### src/design/mesd_pkg.sv
// Shared types and constants of the modem escape sequence detector.
package mesd_pkg;

    localparam int ByteW  = 8;
    localparam int GuardW = 16;
    localparam int HeldW  = 2;
    localparam int KindW  = 2;
    localparam int ActW   = 2;

    // Input action codes
    localparam logic [ActW-1:0] ACT_BYTE    = 2'd0;
    localparam logic [ActW-1:0] ACT_TICK    = 2'd1;
    localparam logic [ActW-1:0] ACT_ONLINE  = 2'd2;
    localparam logic [ActW-1:0] ACT_COMMAND = 2'd3;

    // Result kinds
    localparam logic [KindW-1:0] KIND_DATA   = 2'd0;
    localparam logic [KindW-1:0] KIND_CMD    = 2'd1;
    localparam logic [KindW-1:0] KIND_ESCAPE = 2'd2;

    // Register indexes
    localparam logic REG_GUARD  = 1'b0;
    localparam logic REG_ESCAPE = 1'b1;

    localparam logic [GuardW-1:0] GUARD_RESET  = 16'd1000;
    localparam logic [ByteW-1:0]  ESCAPE_RESET = 8'd43;

    // Results one item releases: rel_cnt escape chars, then an optional final result
    typedef struct packed {
        logic [HeldW-1:0] rel_cnt;
        logic [ByteW-1:0] esc_byte;
        logic             fin_valid;
        logic [KindW-1:0] fin_kind;
        logic [ByteW-1:0] fin_byte;
    } burst_t;

endpackage

### src/design/modem_escape_sequence_detector.sv
// Modem escape sequence detector: guard-time escape detection on a terminal byte stream.
// A request's first result passes the input, burst and output registers before it is shown.
// Throughput: one request per cycle while each causes at most one result and m_tready is high;
//   a request that releases held escape chars sends up to 4 results, one per cycle while m_tready is high.
// Reset (async, rst_n low): command mode, no held chars, idle ticks 0, guard 1000, escape '+'.
module modem_escape_sequence_detector #(
    parameter int ESCAPE_LENGTH = 3    // escape chars needed, 1..3
) (
    input  logic                        clk,
    input  logic                        rst_n,
    // configuration writes: index 0 guard_ticks, 1 escape_char
    input  logic                        cfg_we,
    input  logic                        cfg_addr,
    input  logic [mesd_pkg::GuardW-1:0] cfg_data,
    // terminal requests
    input  logic                        s_tvalid,
    output logic                        s_tready,
    input  logic [mesd_pkg::ByteW-1:0]  s_tdata,   // [7:0] byte_in
    input  logic [mesd_pkg::ActW-1:0]   s_tuser,   // [1:0] action
    // results
    output logic                        m_tvalid,
    input  logic                        m_tready,
    output logic [mesd_pkg::ByteW-1:0]  m_tdata,   // [7:0] byte_out
    output logic [mesd_pkg::KindW-1:0]  m_tuser,   // [1:0] kind
    output logic                        m_tlast    // final result of a request
);

    mesd_pkg::burst_t burst;
    logic             burst_load;
    logic             load_ok;

    // Input register plus mode state; decides one request per cycle while the emitter can load it.
    mesd_core #(
        .ESCAPE_LENGTH(ESCAPE_LENGTH)
    ) u_core (
        .clk        (clk),
        .rst_n      (rst_n),
        .cfg_we     (cfg_we),
        .cfg_addr   (cfg_addr),
        .cfg_data   (cfg_data),
        .in_valid   (s_tvalid),
        .in_ready   (s_tready),
        .in_action  (s_tuser),
        .in_byte    (s_tdata),
        .load_ok    (load_ok),
        .burst_load (burst_load),
        .burst      (burst)
    );

    // Held escape chars go out first, then the request's own result with tlast.
    mesd_emit u_emit (
        .clk        (clk),
        .rst_n      (rst_n),
        .burst_load (burst_load),
        .burst      (burst),
        .load_ok    (load_ok),
        .m_tvalid   (m_tvalid),
        .m_tready   (m_tready),
        .m_tdata    (m_tdata),
        .m_tuser    (m_tuser),
        .m_tlast    (m_tlast)
    );

endmodule

### src/design/mesd_core.sv
// Input register, mode state and per-item decision logic.
module mesd_core #(
    parameter int ESCAPE_LENGTH = 3
) (
    input  logic                        clk,
    input  logic                        rst_n,
    input  logic                        cfg_we,
    input  logic                        cfg_addr,
    input  logic [mesd_pkg::GuardW-1:0] cfg_data,
    input  logic                        in_valid,
    output logic                        in_ready,
    input  logic [mesd_pkg::ActW-1:0]   in_action,
    input  logic [mesd_pkg::ByteW-1:0]  in_byte,
    input  logic                        load_ok,
    output logic                        burst_load,
    output mesd_pkg::burst_t            burst
);

    localparam logic [mesd_pkg::HeldW-1:0] EscLen = mesd_pkg::HeldW'(ESCAPE_LENGTH);

    logic                        item_valid_reg;
    logic [mesd_pkg::ActW-1:0]   action_reg;
    logic [mesd_pkg::ByteW-1:0]  byte_reg;

    logic [mesd_pkg::GuardW-1:0] guard_reg;
    logic [mesd_pkg::ByteW-1:0]  esc_reg;

    logic                        online_reg, online_next;
    logic [mesd_pkg::HeldW-1:0]  held_reg, held_next;
    logic [mesd_pkg::GuardW-1:0] idle_reg, idle_next;
    logic [mesd_pkg::GuardW-1:0] idle_tick;
    logic                        hold_ok;

    assign burst_load = item_valid_reg && load_ok;
    assign in_ready   = !item_valid_reg || load_ok;

    always_ff @(posedge clk or negedge rst_n)
    begin
        if (!rst_n)
        begin
            item_valid_reg <= 1'b0;
        end
        else if (in_ready)
        begin
            item_valid_reg <= in_valid;
        end
    end

    always_ff @(posedge clk)
    begin
        if (in_ready && in_valid)
        begin
            action_reg <= in_action;
            byte_reg   <= in_byte;
        end
    end

    always_ff @(posedge clk or negedge rst_n)
    begin
        if (!rst_n)
        begin
            guard_reg <= mesd_pkg::GUARD_RESET;
            esc_reg   <= mesd_pkg::ESCAPE_RESET;
        end
        else if (cfg_we)
        begin
            if (cfg_addr == mesd_pkg::REG_GUARD)
            begin
                guard_reg <= cfg_data;
            end
            else
            begin
                esc_reg <= cfg_data[mesd_pkg::ByteW-1:0];
            end
        end
    end

    // saturating tick count; also drops to a lowered guard
    assign idle_tick = (idle_reg < guard_reg) ? idle_reg + 1'b1 : guard_reg;
    assign hold_ok   = (byte_reg == esc_reg) && (held_reg < EscLen)
                       && ((held_reg != '0) || (idle_reg >= guard_reg));

    always_comb
    begin
        online_next     = online_reg;
        held_next       = held_reg;
        idle_next       = idle_reg;
        burst.rel_cnt   = '0;
        burst.esc_byte  = esc_reg;
        burst.fin_valid = 1'b0;
        burst.fin_kind  = mesd_pkg::KIND_DATA;
        burst.fin_byte  = byte_reg;
        case (action_reg)
            mesd_pkg::ACT_BYTE:
            begin
                if (!online_reg)
                begin
                    burst.fin_valid = 1'b1;
                    burst.fin_kind  = mesd_pkg::KIND_CMD;
                end
                else if (hold_ok)
                begin
                    held_next = held_reg + 1'b1;
                    idle_next = '0;
                end
                else
                begin
                    burst.rel_cnt   = held_reg;
                    burst.fin_valid = 1'b1;
                    held_next       = '0;
                    idle_next       = '0;
                end
            end
            mesd_pkg::ACT_TICK:
            begin
                idle_next = idle_tick;
                if (online_reg && (held_reg == EscLen) && (idle_tick >= guard_reg))
                begin
                    online_next     = 1'b0;
                    held_next       = '0;
                    burst.fin_valid = 1'b1;
                    burst.fin_kind  = mesd_pkg::KIND_ESCAPE;
                    burst.fin_byte  = '0;
                end
            end
            mesd_pkg::ACT_ONLINE:
            begin
                online_next = 1'b1;
                held_next   = '0;
                idle_next   = '0;
            end
            default:
            begin
                online_next = 1'b0;
                held_next   = '0;
            end
        endcase
    end

    always_ff @(posedge clk or negedge rst_n)
    begin
        if (!rst_n)
        begin
            online_reg <= 1'b0;
            held_reg   <= '0;
            idle_reg   <= '0;
        end
        else if (burst_load)
        begin
            online_reg <= online_next;
            held_reg   <= held_next;
            idle_reg   <= idle_next;
        end
    end

endmodule

### src/design/mesd_emit.sv
// Result sequencer: unrolls one item's results into the output register.
module mesd_emit (
    input  logic                       clk,
    input  logic                       rst_n,
    input  logic                       burst_load,
    input  mesd_pkg::burst_t           burst,
    output logic                       load_ok,
    output logic                       m_tvalid,
    input  logic                       m_tready,
    output logic [mesd_pkg::ByteW-1:0] m_tdata,
    output logic [mesd_pkg::KindW-1:0] m_tuser,
    output logic                       m_tlast
);

    mesd_pkg::burst_t           burst_reg;
    logic                       out_valid_reg;
    logic [mesd_pkg::ByteW-1:0] out_byte_reg;
    logic [mesd_pkg::KindW-1:0] out_kind_reg;
    logic                       out_last_reg;
    logic                       adv;
    logic                       burst_empty;

    assign adv         = !out_valid_reg || m_tready;
    assign burst_empty = (burst_reg.rel_cnt == '0) && !burst_reg.fin_valid;
    // released chars are always followed by a final result
    assign load_ok     = burst_empty || (adv && (burst_reg.rel_cnt == '0));

    always_ff @(posedge clk or negedge rst_n)
    begin
        if (!rst_n)
        begin
            burst_reg     <= '0;
            out_valid_reg <= 1'b0;
        end
        else
        begin
            if (adv)
            begin
                out_valid_reg <= !burst_empty;
            end
            if (burst_load)
            begin
                burst_reg <= burst;
            end
            else if (adv && (burst_reg.rel_cnt != '0))
            begin
                burst_reg.rel_cnt <= burst_reg.rel_cnt - 1'b1;
            end
            else if (adv)
            begin
                burst_reg.fin_valid <= 1'b0;
            end
        end
    end

    always_ff @(posedge clk)
    begin
        if (adv)
        begin
            if (burst_reg.rel_cnt != '0)
            begin
                out_byte_reg <= burst_reg.esc_byte;
                out_kind_reg <= mesd_pkg::KIND_DATA;
                out_last_reg <= 1'b0;
            end
            else
            begin
                out_byte_reg <= burst_reg.fin_byte;
                out_kind_reg <= burst_reg.fin_kind;
                out_last_reg <= 1'b1;
            end
        end
    end

    assign m_tvalid = out_valid_reg;
    assign m_tdata  = out_byte_reg;
    assign m_tuser  = out_kind_reg;
    assign m_tlast  = out_last_reg;

endmodule

### config.mk
export PLATFORM = sky130hd
export DESIGN_NAME = modem_escape_sequence_detector
export DESIGN_NICKNAME = d
export VERILOG_FILES = /design/src/design/mesd_pkg.sv /design/src/design/modem_escape_sequence_detector.sv /design/src/design/mesd_core.sv /design/src/design/mesd_emit.sv
export SDC_FILE = /design/constraint.sdc
export NUM_CORES = 1
export LEC_CHECK = 0
export BUFFER_PORTS_ARGS = -buffer_cell sky130_fd_sc_hd__buf_4
export CAP_MARGIN = 40
export CORE_MARGIN = 2
export CORE_UTILIZATION = 60
export CTS_BUF_LIST = sky130_fd_sc_hd__clkbuf_4 sky130_fd_sc_hd__clkbuf_8 sky130_fd_sc_hd__clkbuf_16
export CTS_CLUSTER_SIZE = 24
export DETAILED_ROUTE_END_ITERATION = 7
export GPL_ROUTABILITY_DRIVEN = 0
export GPL_TIMING_DRIVEN = 0
export PLACE_DENSITY = 0.8
export REMOVE_ABC_BUFFERS = 1
export SLEW_MARGIN = 20
export SYNTH_ARGS = -nofsm -noshare
export SYNTH_HDL_FRONTEND = slang
export SYNTH_HIERARCHICAL = 1
export SYNTH_SLANG_ARGS = --single-unit
### constraint.sdc
create_clock -name clk -period 9.85 [get_ports clk]
set_input_delay 0.985 -clock clk [delete_from_list [all_inputs] [get_ports clk]]
set_output_delay 0.985 -clock clk [all_outputs]
set_load 0.03 [all_outputs]
### Yosys cells after proc, flatten, opt, wreduce, memory -nomap -nowiden

Index checks and enable logic that the tools add are counted.

* divide/modulo/power cells: 0
* multiply operators: 0
* equal/unequal tests: 7
* shift operators: 0
* reduce and logical (&&, ||, !) cells: 30
* bitwise gates (word level): 2
* $add $sub $neg: 3
* multiplexer cells: 25
* $lt $le $gt $ge: 4

Operators by type and width (count)
* 16-bit one-hot mux with 3 select lines: 1
* 16-bit >= comparator: 2
* 16-bit two-way mux: 2
* 16-bit by 1-bit adder with 16-bit output (second input constant): 1
* 16-bit less-than comparator: 1
* 2-bit two-way mux: 8
* 8-bit two-way mux: 2
* 11-bit two-way mux: 1
* 1-bit logical AND: 9
* 3-bit AND reduction: 3
* 8-bit == test: 1
* 1-bit two-way mux: 8
* 2-bit nonzero test: 4
* 3-bit one-hot mux with 2 select lines: 1
* 2-bit AND reduction: 3
* 2-bit == test (second input constant): 2
* 1-bit logical NOT: 4
* 2-bit logical NOT: 2
* 1-bit logical OR: 4
* 2-bit by 1-bit != test with 1-bit output (second input constant): 2
* 2-bit one-hot mux with 2 select lines: 1
* 1-bit one-hot mux with 3 select lines: 1
* 3-bit nonzero test: 1
* 2-bit by 1-bit adder with 2-bit output (second input constant): 1
* 5 further kinds: 6

* bits of input ports: 32
* register bits: 87
* bits in latches: 0
* memory bits (writable): 0
* logic and storage cells: 88
* bits in read-only memories: 0
* memories: 0

### Logic depth before layout (Yosys ltp)

Gate-level depths: netlist of the first run.

* word-level depth: 7
* depth in mapped cells: 18
* depth with buffers taken out: 17

### Hierarchy

The synthesis of the first run kept the hierarchy.

By module, submodules not included
* mesd_core: times used 1, area each 3669.8 um2, cells each 395
* mesd_emit: times used 1, area each 1337.5 um2, cells each 85

### Worst setup path before layout of the first run

No wires, ideal clock.

* path kind: register to register
* start: reg u_core/guard_reg[5] (netlist bit)
* end: reg u_emit/burst_reg[9] (netlist bit)
* clock period less this slack: 3797 ps
* path slack: 6053 ps
* required time: 9725 ps
* library setup time: 125 ps
* stages on the path, launching flop included: 15
* data arrival time: 3672 ps
* cell sequence: dfstp_2 > inv_1 > ha_1 > a211oi_1 > nor2_1 > o21ai_2 > and3_4 > mux2_2 > ha_1 > a2111oi_0 > o31ai_1 > a2111o_1 > nand4_1 > inv_1 > mux2_2

RTL lines
* from (decl): RTL line mesd_core.sv:25 `logic [mesd_pkg::GuardW-1:0] guard_reg;`
* from (signal assigned): RTL line mesd_core.sv:62 `guard_reg <= mesd_pkg::GUARD_RESET;`
* from (signal assigned): RTL line mesd_core.sv:69 `guard_reg <= cfg_data;`
* to (signal assigned): RTL line mesd_emit.sv:43 `burst_reg <= burst;`
* to (decl): RTL line mesd_emit.sv:15 `mesd_pkg::burst_t burst_reg;`

==> metrics.yaml, run 1 <==
run_status:
  status: "complete, no violations"
clock_tree:
  cts.repair.resized: 0
  htree_levels: 3
  cts_buffers: 9
  path_clk_slew_ns: 0.10
  clk_path_buf_depth: 2
  postCtsSetupBuffers: 0
  cts.sinks: 87
  cts_root_buffer: "clkbuf_8"
  cts_tree: "done"
  clk_latency_ns: 0.37
  cts_hold_buf: 0
power_and_ir_drop:
  power_mw: 1.30
  power.switching_mw: 0.475
  power_density_nw_per_um2: 230
  worst_ir_drop_vdd_v: 0.000148
  seq_power_share_pct: 41.4
  leakage_nw: 2.57
  internal_power_mw: 0.824
  p_sw_share_pct: 36.5
  clkPwrFrac_pct: 20.0
  p_comb_share_pct: 38.6
synth:
  yosys-top-cells-area: "dfrtp_1 28%, edfxtp_1 13%, ha_1 9.2%"
  synth_area_leader_cell: "dfrtp_1"
  synth-main-ff-cell: "dfrtp_1"
  async_flop_share_pct: 75.9
  ys_seq_elements: 87
  synth_commonest_cells: "56 x dfrtp_1, 44 x inv_1, 40 x nand2_1"
  yosysWarnings: 6
  yosysUniqueCellTypes: 53
  yosysSeqAreaShare_pct: 45.8
  yosysMostFrequentCell: "dfrtp_1"
  avgSynthCellArea_sq_um: 10.4
  synth_edf_count: 21
  yosysTopAreaCellShare_pct: 28.0
  syn_inst: 480
  synth_area_sq_um: 5010
final_layout:
  final_core_util_pct: 69.4
  largest_reg_flops: 21
  fillCellCount: 597
  antennaDiodeCount: 0
  seq_area_sq_um: 2290
  finalNonFillerCells: 634
  layout.nets: 593
  fin_area_sq_um: 5650
  areaGrowthSynthToFinish_pct: 12.7
  multi_input_area_sq_um: 2460
  drive_gt1_share_pct: 22.9
placement:
  dp_hpwl_microns: 7510
  place_area_sq_um: 5440
  port_buffers: 44
  dp.cells: 618
  pre_cts_slack_ns: 4.72
setup_path:
  crit_slowest_cell: "nand3_1"
  critPathKind: "register to register"
  worst_setup_path_end_kind: "register"
  worstPathMaxFanout: 14
  r2r_slack_ns: 4.57
  worst_ep_required_time_ns: 10.09
  timing.rr.end: "u_emit/burst_reg[10]"
  crit_chain: "inv_1 -> ha_1 -> nand4_2 -> nor2_1 -> a211oi_2 -> nand3_1 -> mux2i_1 -> ha_1 -> nand2b_1 -> a2111oi_0 -> o31ai_1 -> a2111o_1 -> nand4_1 -> o311ai_1 -> nand2_1 -> o21ai_0"
  cp.arrival_ns: 5.52
  start_kind: "register"
  reg2regPathDepth: 16
  cp_common_cell: "ha_1"
  r2r_start: "u_core/guard_reg[15]"
  max_stage_delay_ns: 0.64
route:
  drtPass1Iterations: 5
  drcViolationCount: 0
  routed_via_density: 5.94
  num_vias: 3763
  ant_nets: 0
  drtIter0Drc: 258
  post_drt_wl_per_cell_microns: 16.8
  wirelength_microns: 10700
sta:
  finalHoldViolCount: 0
  clock.fmax_mhz: 189
  fin_skew_ns: 0.0109
  fin_tns_setup_ns: 0
  setup_ws_ns: 4.57
  slew_viol_final: 0
  post-route-min-period_ns: 5.28
  hold-worst-slack_ns: 0.501
  relSlewSlack_pct: 47.0
  setup_violations: 0
  worstMarginPinSlew_ns: 0.793
  period_share_pct: 53.6
  grt_setup_unrepaired: "false"
floorplanning:
  num_rows: 33
  core_area_sq_um: 8130
  ios: 45
  die_h_microns: 95.4
  die_x_microns: 95.4
  floorplan.initialDensity_pct: 61.6
  die-area_sq_um: 9090
global_routing:
  antenna_found_initial: 0
  grt_pass1_wl_microns: 17700
  grt_pass1_vias: 3733
  grt_max_degree: 39
  grt_usage_pct: 25.5
  grt_overflow: 0
worst_hold_path:
  worstHoldPathType: "register to register"
  hold_path_depth: 1
  holdCritStartpoint: "u_emit/burst_reg[10]"
  min_to: "u_emit/m_tvalid"
job:
  max_cap_viol_count: 0
## power groups by stage
stage	Combinational, mW	Clock, mW	Sequential, mW
after detailed placement	0.497	0	0.544
after global placement	0.469	0	0.537
after global routing	0.547	0.279	0.550
after CTS	0.500	0.265	0.537
final	0.501	0.260	0.538
after floorplan	0.305	0	0.577
## logic make-up (layout without fill, tap and decap cells)
logic type | Yosys count | in the layout | synth area share, %
compound gates | 111 | 111 | 14.2
xor+xnor | 22 | 22 | 3.85
fa+ha+maj | 37 | 37 | 9.25
buf+inv | 59 | 108 | 5.05
flops | 87 | 87 | 45.8
mux | 43 | 43 | 9.50
simple gates | 121 | 121 | 12.3
## cells in the final DEF, fill, tap and decap left out, types with 3 or more instances in the layout
master	netlist	routed
nand2b_1	7	7
a21o_1	9	9
a31oi_1	21	21
and2_1	11	11
edfxtp_1	21	21
o21ai_0	26	26
inv_1	44	44
nand4_1	9	9
ha_1	37	37
dfstp_2	10	10
nand2_1	40	40
buf_4	1	45
a21boi_0	3	3
nor3_1	7	7
clkbuf_8	0	9
mux2_2	36	36
nand3_1	9	9
mux2i_1	7	7
nor2_1	23	23
dfrtp_1	56	56
o22ai_1	12	12
xnor2_1	13	13
a21oi_1	19	19
xor2_1	9	9
## worst max path at each step
| stage | startpoint | endpoint | slack (ns) |
|---|---|---|---|
| 5_1_grt | u_core/guard_reg[15] | u_emit/burst_reg[10] | 4.26 |
| 3_3_place_gp | u_core/guard_reg[15] | u_emit/burst_reg[10] | 4.74 |
| 3_5_place_dp | u_core/guard_reg[15] | u_emit/burst_reg[10] | 4.72 |
| 2_1_floorplan | u_core/guard_reg[5] | u_emit/burst_reg[10] | 5.79 |
| 4_1_cts | u_core/guard_reg[15] | u_emit/burst_reg[10] | 4.63 |
| 6_report | u_core/guard_reg[15] | u_emit/burst_reg[10] | 4.57 |
## final cells by class
class	count	area share (%)
Tap cell	105	2.33
Clock inverter	7	1.42
Sequential cell	87	40.6
Timing Repair Buffer	48	6.87
Inverter	44	2.93
Clock buffer	9	2.19
Multi-Input combinational cell	334	43.6
## critical path: cells and delay by family, from the launching register on
| family | cells | cell delay, ns |
|---|---|---|
| AND/OR/NAND/NOR | 6 | 1.57 |
| flip-flops | 1 | 0.38 |
| multiplexers | 1 | 0.38 |
| AO/OA/AOI/OAI | 6 | 2.15 |
| adder cells (fa/ha/maj) | 2 | 0.60 |
| buffers and inverters | 1 | 0.09 |
## routing by layer
layer	track usage [%]	wire [microns]	vias to the layer above
met5	0	0	-
met3	3.95	580	15
met2	40.6	5230	118
met4	9.06	170	0
met1	35.5	4690	1829
li1	-	-	1801
Note: power is estimated with default switching activity, not from simulation.
==> run 2: changes to the inputs <==
==> constraint.sdc (replaced) <==
create_clock -name clk -period 4.9 [get_ports clk]
set_input_delay 0.49 -clock clk [delete_from_list [all_inputs] [get_ports clk]]
set_output_delay 0.49 -clock clk [all_outputs]
set_load 0.03 [all_outputs]
==> run 2 against run 1 <==
Compared with the run above: register-to-register slack lost 4.2 ns; total power grew 100%; global-route usage grew 0.39 points; utilization grew 0.72 points; fmax grew 15%; worst setup slack lost 4.2 ns; clock skew shrank 0.00061 ns; highest routed layer unchanged.
==> metrics.yaml, run 2 (synthesized netlist as in run 1, its figures left out) <==
run_status:
  status: "complete, no violations"  # unchanged
setup_path:
  reg2regPathDepth: 16  # unchanged
  worst_setup_path_end_kind: "register"  # unchanged
  worstPathMaxFanout: 14  # unchanged
  timing.rr.end: "u_emit/burst_reg[5]"  # was u_emit/burst_reg[10]
  r2r_start: "u_core/guard_reg[15]"  # unchanged
  worst_ep_required_time_ns: 5.20  # was 10.09 ns
  cp.arrival_ns: 4.88  # was 5.52 ns
  r2r_slack_ns: 0.32  # was 4.57 ns
  critPathKind: "register to register"  # unchanged
  start_kind: "register"  # unchanged
floorplanning:
  die_h_microns: 95.4  # unchanged
  num_rows: 33  # unchanged
  core_area_sq_um: 8130  # unchanged
  die_x_microns: 95.4  # unchanged
  die-area_sq_um: 9090  # unchanged
  floorplan.initialDensity_pct: 61.6  # unchanged
  ios: 45  # unchanged
sta:
  relSlewSlack_pct: 44.9  # was 47.0%
  setup_violations: 0  # unchanged
  setup_ws_ns: 0.323  # was 4.57 ns
  fin_skew_ns: 0.0103  # was 0.0109 ns
  post-route-min-period_ns: 4.58  # was 5.28 ns
  finalHoldViolCount: 0  # unchanged
  slew_viol_final: 0  # unchanged
  grt_setup_unrepaired: "false"  # unchanged
  worstMarginPinSlew_ns: 0.825  # was 0.793 ns
  period_share_pct: 93.4  # was 53.6%
  clock.fmax_mhz: 218  # was 189 MHz
clock_tree:
  path_clk_slew_ns: 0.09  # was 0.10 ns
  htree_levels: 3  # unchanged
  cts.sinks: 87  # unchanged
  cts_root_buffer: "clkbuf_8"  # unchanged
  cts_hold_buf: 0  # unchanged
  cts_tree: "done"  # unchanged
  clk_latency_ns: 0.36  # was 0.37 ns
  cts_buffers: 9  # unchanged
  clk_path_buf_depth: 2  # unchanged
route:
  drt-met1-wl_microns: 4710  # was 4690 microns
  wl_met3_microns: 660  # was 580 microns
  drtPass1Iterations: 5  # unchanged
  ant_nets: 0  # unchanged
  wirelength_microns: 10900  # was 10,700 microns
  top_layer: "met4"  # unchanged
  drcViolationCount: 0  # unchanged
  post_drt_wl_per_cell_microns: 17.1  # was 16.8 microns
  met2_length_microns: 5340  # was 5230 microns
  routed_via_density: 6.06  # was 5.94
  drtIter0Drc: 220  # was 258
  num_vias: 3867  # was 3,763
placement:
  pre_cts_slack_ns: -0.230  # was 4.72 ns
  port_buffers: 44  # unchanged
  dp_hpwl_microns: 7510  # unchanged
  place_area_sq_um: 5440  # unchanged
final_layout:
  drive_gt1_share_pct: 23.6  # was 22.9%
  fin_area_sq_um: 5700  # was 5650 sq um
  areaGrowthSynthToFinish_pct: 13.9  # was 12.7%
  antennaDiodeCount: 0  # unchanged
  final_common_cell: "dfrtp_1"  # unchanged
  fillCellCount: 585  # was 597
  mostFrequentLayoutCells: "56 x dfrtp_1, 48 x buf_4, 44 x inv_1, 40 x nand2_1, 37 x ha_1"  # was 56 x dfrtp_1, 45 x buf_4, 44 x inv_1, 40 x nand2_1, 37 x ha_1
  layout.nets: 597  # was 593
  largest_reg_flops: 21  # unchanged
job:
  max_cap_viol_count: 0  # unchanged
power_and_ir_drop:
  worst_ir_drop_vdd_v: 0.000297  # was 0.000148 V
  leakage_nw: 2.60  # was 2.57 nW
  power_density_nw_per_um2: 461  # was 230 nW/um^2
global_routing:
  grt_max_degree: 38  # was 39
  grt_usage_pct: 25.9  # was 25.5%
  grt_overflow: 0  # unchanged
  grt_pass1_vias: 3817  # was 3,733
  grt_pass1_wl_microns: 18000  # was 17,700 microns
  antenna_found_initial: 0  # unchanged
worst_hold_path:
  worstHoldPathType: "input pin to asynchronous set/reset pin"  # was register to register
[run 2: worst max-delay path: stages, from the launching register on]
cell       delay (ns)
dfrtp_1          0.38
inv_1            0.09
ha_1             0.36
nand4_2          0.19
nor2_1           0.11
a211oi_4         0.50
nand3_4          0.30
mux2i_1          0.28
ha_1             0.25
nand2b_1         0.15
a2111oi_1        0.52
o31ai_1          0.17
a2111o_1         0.52
nand4_1          0.23
buf_4            0.20
and2_1           0.12
mux2_2           0.14
[run 2: how the worst max path moves through the flow]
stage | from | to | slack, ns
finish | u_core/guard_reg[15] | u_emit/burst_reg[5] | 0.32
global placement | u_core/guard_reg[15] | u_emit/burst_reg[10] | -0.21
CTS | u_core/guard_reg[5] | u_emit/burst_reg[10] | 0.02
floorplan | u_core/guard_reg[5] | u_emit/burst_reg[10] | 0.84
detailed placement | u_core/guard_reg[15] | u_emit/burst_reg[10] | -0.23
global route | u_core/guard_reg[5] | u_emit/burst_reg[3] | 0.1
[run 2: final cells by class]
type	instances	area [sq um]	share of cell area [%]
Inverter	44	165	2.90
Clock buffer	9	124	2.17
Sequential cell	87	2290	40.2
Tap cell	105	131	2.30
Multi-Input combinational cell	335	2500	43.8
Timing Repair Buffer	51	410	7.19
Clock inverter	7	80.1	1.40
[run 2: through the flow]
step	hold WS, ns	TNS [ns]	utilization, %	power, mW	std cells
finish	0.0515	0	70.1	2.63	638
global route	0.0673	0	70.1	2.78	638
CTS	0.0550	0	69.7	2.62	635
detailed placement	0.448	-1.35	66.9	2.09	618
global placement	0.463	-0.784	66.2	2.02	614
floorplan	0.194	0	-	1.77	465
[run 2: routing by layer]
metal | GRT usage, % | vias to the layer above
met5 | 0 | -
met4 | 8.94 | 0
met3 | 4.82 | 24
met2 | 41.7 | 140
met1 | 35.2 | 1882
li1 | - | 1821
[run 2: what timing repair did]
item | in CTS | in global routing
pin swaps | 1 | 1
endpoints found under the hold margin | 0 | 0
resized for setup | 2 | 3
cloned | 1 | 0
setup buffers | 0 | 3
endpoints found under the setup margin | 10 | 11
[run 2: power breakdown]
part | leakage [nW] | total (mW) | internal (mW) | switching (mW)
clock | 0.104 | 0.523 | 0.243 | 0.280
combinational | 1.48 | 1.03 | 0.449 | 0.577
sequential | 1.01 | 1.08 | 0.973 | 0.107
total | 2.60 | 2.63 | 1.66 | 0.964
==> run 3: changes to the inputs <==
--- a/config.mk
+++ b/config.mk
@@ -15,7 +15,6 @@
 export GPL_ROUTABILITY_DRIVEN = 0
 export GPL_TIMING_DRIVEN = 0
 export PLACE_DENSITY = 0.8
-export REMOVE_ABC_BUFFERS = 1
 export SLEW_MARGIN = 20
 export SYNTH_ARGS = -nofsm -noshare
 export SYNTH_HDL_FRONTEND = slang
==> run 3 against run 2 <==
Compared with the run above: combinational power about the same; count of clock-buffer cells in the layout is the same; worst setup slack better by 0.034 ns; hold slack improved by 0.25 ns; global-route usage is 1.5 points higher; clock skew decreased by 0.0011 ns; critical path type unchanged; critical endpoint is now u_emit/burst_reg[9]; largest cell class unchanged.
==> metrics.yaml, run 3 (synthesized netlist as in run 1, its figures left out) <==
floorplanning:
  core_area_sq_um: 8130  # unchanged
  num_rows: 33  # unchanged
  die_h_microns: 95.4  # unchanged
  die-area_sq_um: 9090  # unchanged
  floorplan.initialDensity_pct: 61.6  # unchanged
  ios: 45  # unchanged
  die_x_microns: 95.4  # unchanged
job:
  max_cap_viol_count: 0  # unchanged
setup_path:
  crit_chain: "inv_1 -> ha_1 -> nand4_2 -> nor4_4 -> o21ai_2 -> nand3_1 -> clkbuf_1 -> o21ai_0 -> ha_1 -> and3_1 -> o21ai_0 -> a21oi_1 -> a2111o_1 -> nand4_1 -> buf_4 -> inv_1 -> mux2_2"  # was inv_1 -> ha_1 -> nand4_2 -> nor2_1 -> a211oi_4 -> nand3_4 -> mux2i_1 -> ha_1 -> nand2b_1 -> a2111oi_1 -> o31ai_1 -> a2111o_1 -> nand4_1 -> buf_4 -> and2_1 -> mux2_2
  worst_ep_required_time_ns: 5.15  # was 5.20 ns
  max_stage_delay_ns: 0.45  # was 0.52 ns
  crit_family: "simple AND/OR/NAND/NOR gates"  # was compound AO/OA/AOI/OAI gates
  crit_buf_inv: 4  # was 2
  cp.arrival_ns: 4.80  # was 4.88 ns
  critPathKind: "register to register"  # unchanged
  worst_setup_path_end_kind: "register"  # unchanged
  start_kind: "register"  # unchanged
  crit_slowest_cell: "clkbuf_1"  # was a2111oi_1
  worstPathMaxFanout: 10  # was 14
global_routing:
  grt_overflow: 0  # unchanged
  grt_pass1_wl_microns: 18900  # was 18,000 microns
  antenna_found_initial: 0  # unchanged
  grt_max_degree: 51  # was 38
  grt_usage_pct: 27.4  # was 25.9%
  grt_pass1_vias: 3940  # was 3,817
sta:
  clock.fmax_mhz: 220  # was 218 MHz
  relSlewSlack_pct: 38.0  # was 44.9%
  grt_setup_unrepaired: "false"  # unchanged
  finalHoldViolCount: 0  # unchanged
  period_share_pct: 92.7  # was 93.4%
  post-route-min-period_ns: 4.54  # was 4.58 ns
  fin_tns_setup_ns: 0  # unchanged
  worstMarginPinSlew_ns: 0.927  # was 0.825 ns
  fin_skew_ns: 0.00916  # was 0.0103 ns
  setup_ws_ns: 0.357  # was 0.323 ns
  setup_violations: 0  # unchanged
  slew_viol_final: 0  # unchanged
route:
  num_vias: 3973  # was 3,867
  wirelength_microns: 12000  # was 10,900 microns
  drtIter0Drc: 347  # was 220
  post_drt_wl_per_cell_microns: 18.4  # was 17.1 microns
  drcViolationCount: 0  # unchanged
  drtPass1Iterations: 5  # unchanged
  routed_via_density: 6.09  # was 6.06
  ant_nets: 0  # unchanged
final_layout:
  mostFrequentLayoutCells: "56 x dfrtp_1, 50 x buf_4, 44 x inv_1, 40 x nand2_1, 37 x ha_1"  # was 56 x dfrtp_1, 48 x buf_4, 44 x inv_1, 40 x nand2_1, 37 x ha_1
  drive_gt1_share_pct: 24.1  # was 23.6%
  antennaDiodeCount: 0  # unchanged
  areaGrowthSynthToFinish_pct: 15.0  # was 13.9%
  final_common_cell: "dfrtp_1"  # unchanged
  largest_reg_flops: 21  # unchanged
  layout.nets: 611  # was 597
clock_tree:
  htree_levels: 3  # unchanged
  path_clk_slew_ns: 0.10  # was 0.09 ns
  cts.sinks: 87  # unchanged
  cts_tree: "done"  # unchanged
  cts_buffers: 9  # unchanged
  clk_latency_ns: 0.36  # about the same
  clk_path_buf_depth: 2  # unchanged
  cts_root_buffer: "clkbuf_8"  # unchanged
power_and_ir_drop:
  leakage_nw: 2.62  # was 2.60 nW
  worst_ir_drop_vdd_v: 0.000262  # was 0.000297 V
  power_density_nw_per_um2: 459  # was 461 nW/um^2
worst_hold_path:
  worstHoldPathType: "input pin to register"  # was input pin to asynchronous set/reset pin
placement:
  pre_cts_slack_ns: 0.200  # was -0.230 ns
  port_buffers: 44  # unchanged
  dp_hpwl_microns: 8490  # was 7510 microns
run_status:
  status: "complete, no violations"  # unchanged
synth:
  synthesis.nets: 549
[run 3: final cells by class]
cell class	instances	area (sq um)
fill	583	2370
timing repair buffer	51	405
clock buffer	9	124
tap	105	131
buffer	15	87.6
inverter	44	165
clock inverter	7	70.1
sequential	87	2290
multi-input combinational	334	2480
[run 3: routing by layer]
layer | vias to the layer above | share of wire [%] | track usage (%)
li1 | 1840 | - | -
met1 | 1945 | 42 | 36.8
met2 | 172 | 51 | 45.5
met3 | 16 | 6.1 | 3.87
met4 | 0 | 1.4 | 9.30
met5 | - | 0 | 0
[run 3: worst reg2reg max path: stages, from the launching register on]
cell and delay [ns]:
dfrtp_1 0.39, inv_1 0.08, ha_1 0.36, nand4_2 0.22
nor4_4 0.43, o21ai_2 0.24, nand3_1 0.27, clkbuf_1 0.45
o21ai_0 0.18, ha_1 0.32, and3_1 0.18, o21ai_0 0.17
a21oi_1 0.10, a2111o_1 0.45, nand4_1 0.16, buf_4 0.14
inv_1 0.03, mux2_2 0.25
[run 3: report_power, final]
part	total [mW]	internal (mW)	switching [mW]
clock	0.501	0.201	0.299
combinational	1.06	0.460	0.598
sequential	1.08	0.973	0.110
total	2.64	1.63	1.01
[run 3: per-stage QoR]
stage	cell area [sq um]	cells	util (%)	hold slack (ns)	total power [mW]
final	5760	652	70.8	0.300	2.64
after global routing	5760	652	70.8	0.285	2.80
after CTS	5700	647	70.1	0.291	2.63
after detailed placement	5500	630	67.6	0.385	2.12
after global placement	5470	629	67.2	0.472	2.07
after floorplan	5010	480	-	0.194	1.81
[run 3: path summary, 6_finish.rpt]
| path | from | endpoint | slack [ns] | cells after the start |
|---|---|---|---|---|
| setup / recovery | u_core/guard_reg[15] | u_emit/burst_reg[9] | 0.36 | 17 |
| hold / removal | s_tdata[4] | u_core/byte_reg[4] | 0.30 | 1 |
| setup reg to reg | u_core/guard_reg[15] | u_emit/burst_reg[9] | 0.36 | 17 |
| hold reg to reg | u_emit/burst_reg[14] | u_emit/burst_reg[14] | 0.51 | 1 |
| max in group asynchronous | rst_n | u_core/esc_reg[0] | 3.78 | 3 |
| min in group asynchronous | rst_n | u_core/guard_reg[13] | 0.53 | 2 |
[run 3: timing repair]
| item | 4_1_cts | 5_1_grt |
|---|---|---|
| hold endpoints to repair | 12 | 0 |
| gates resized for setup | 0 | 4 |
| hold buffers | 1 | 0 |
| buffers inserted | 0 | 5 |
| endpoints found under the setup margin | 0 | 10 |
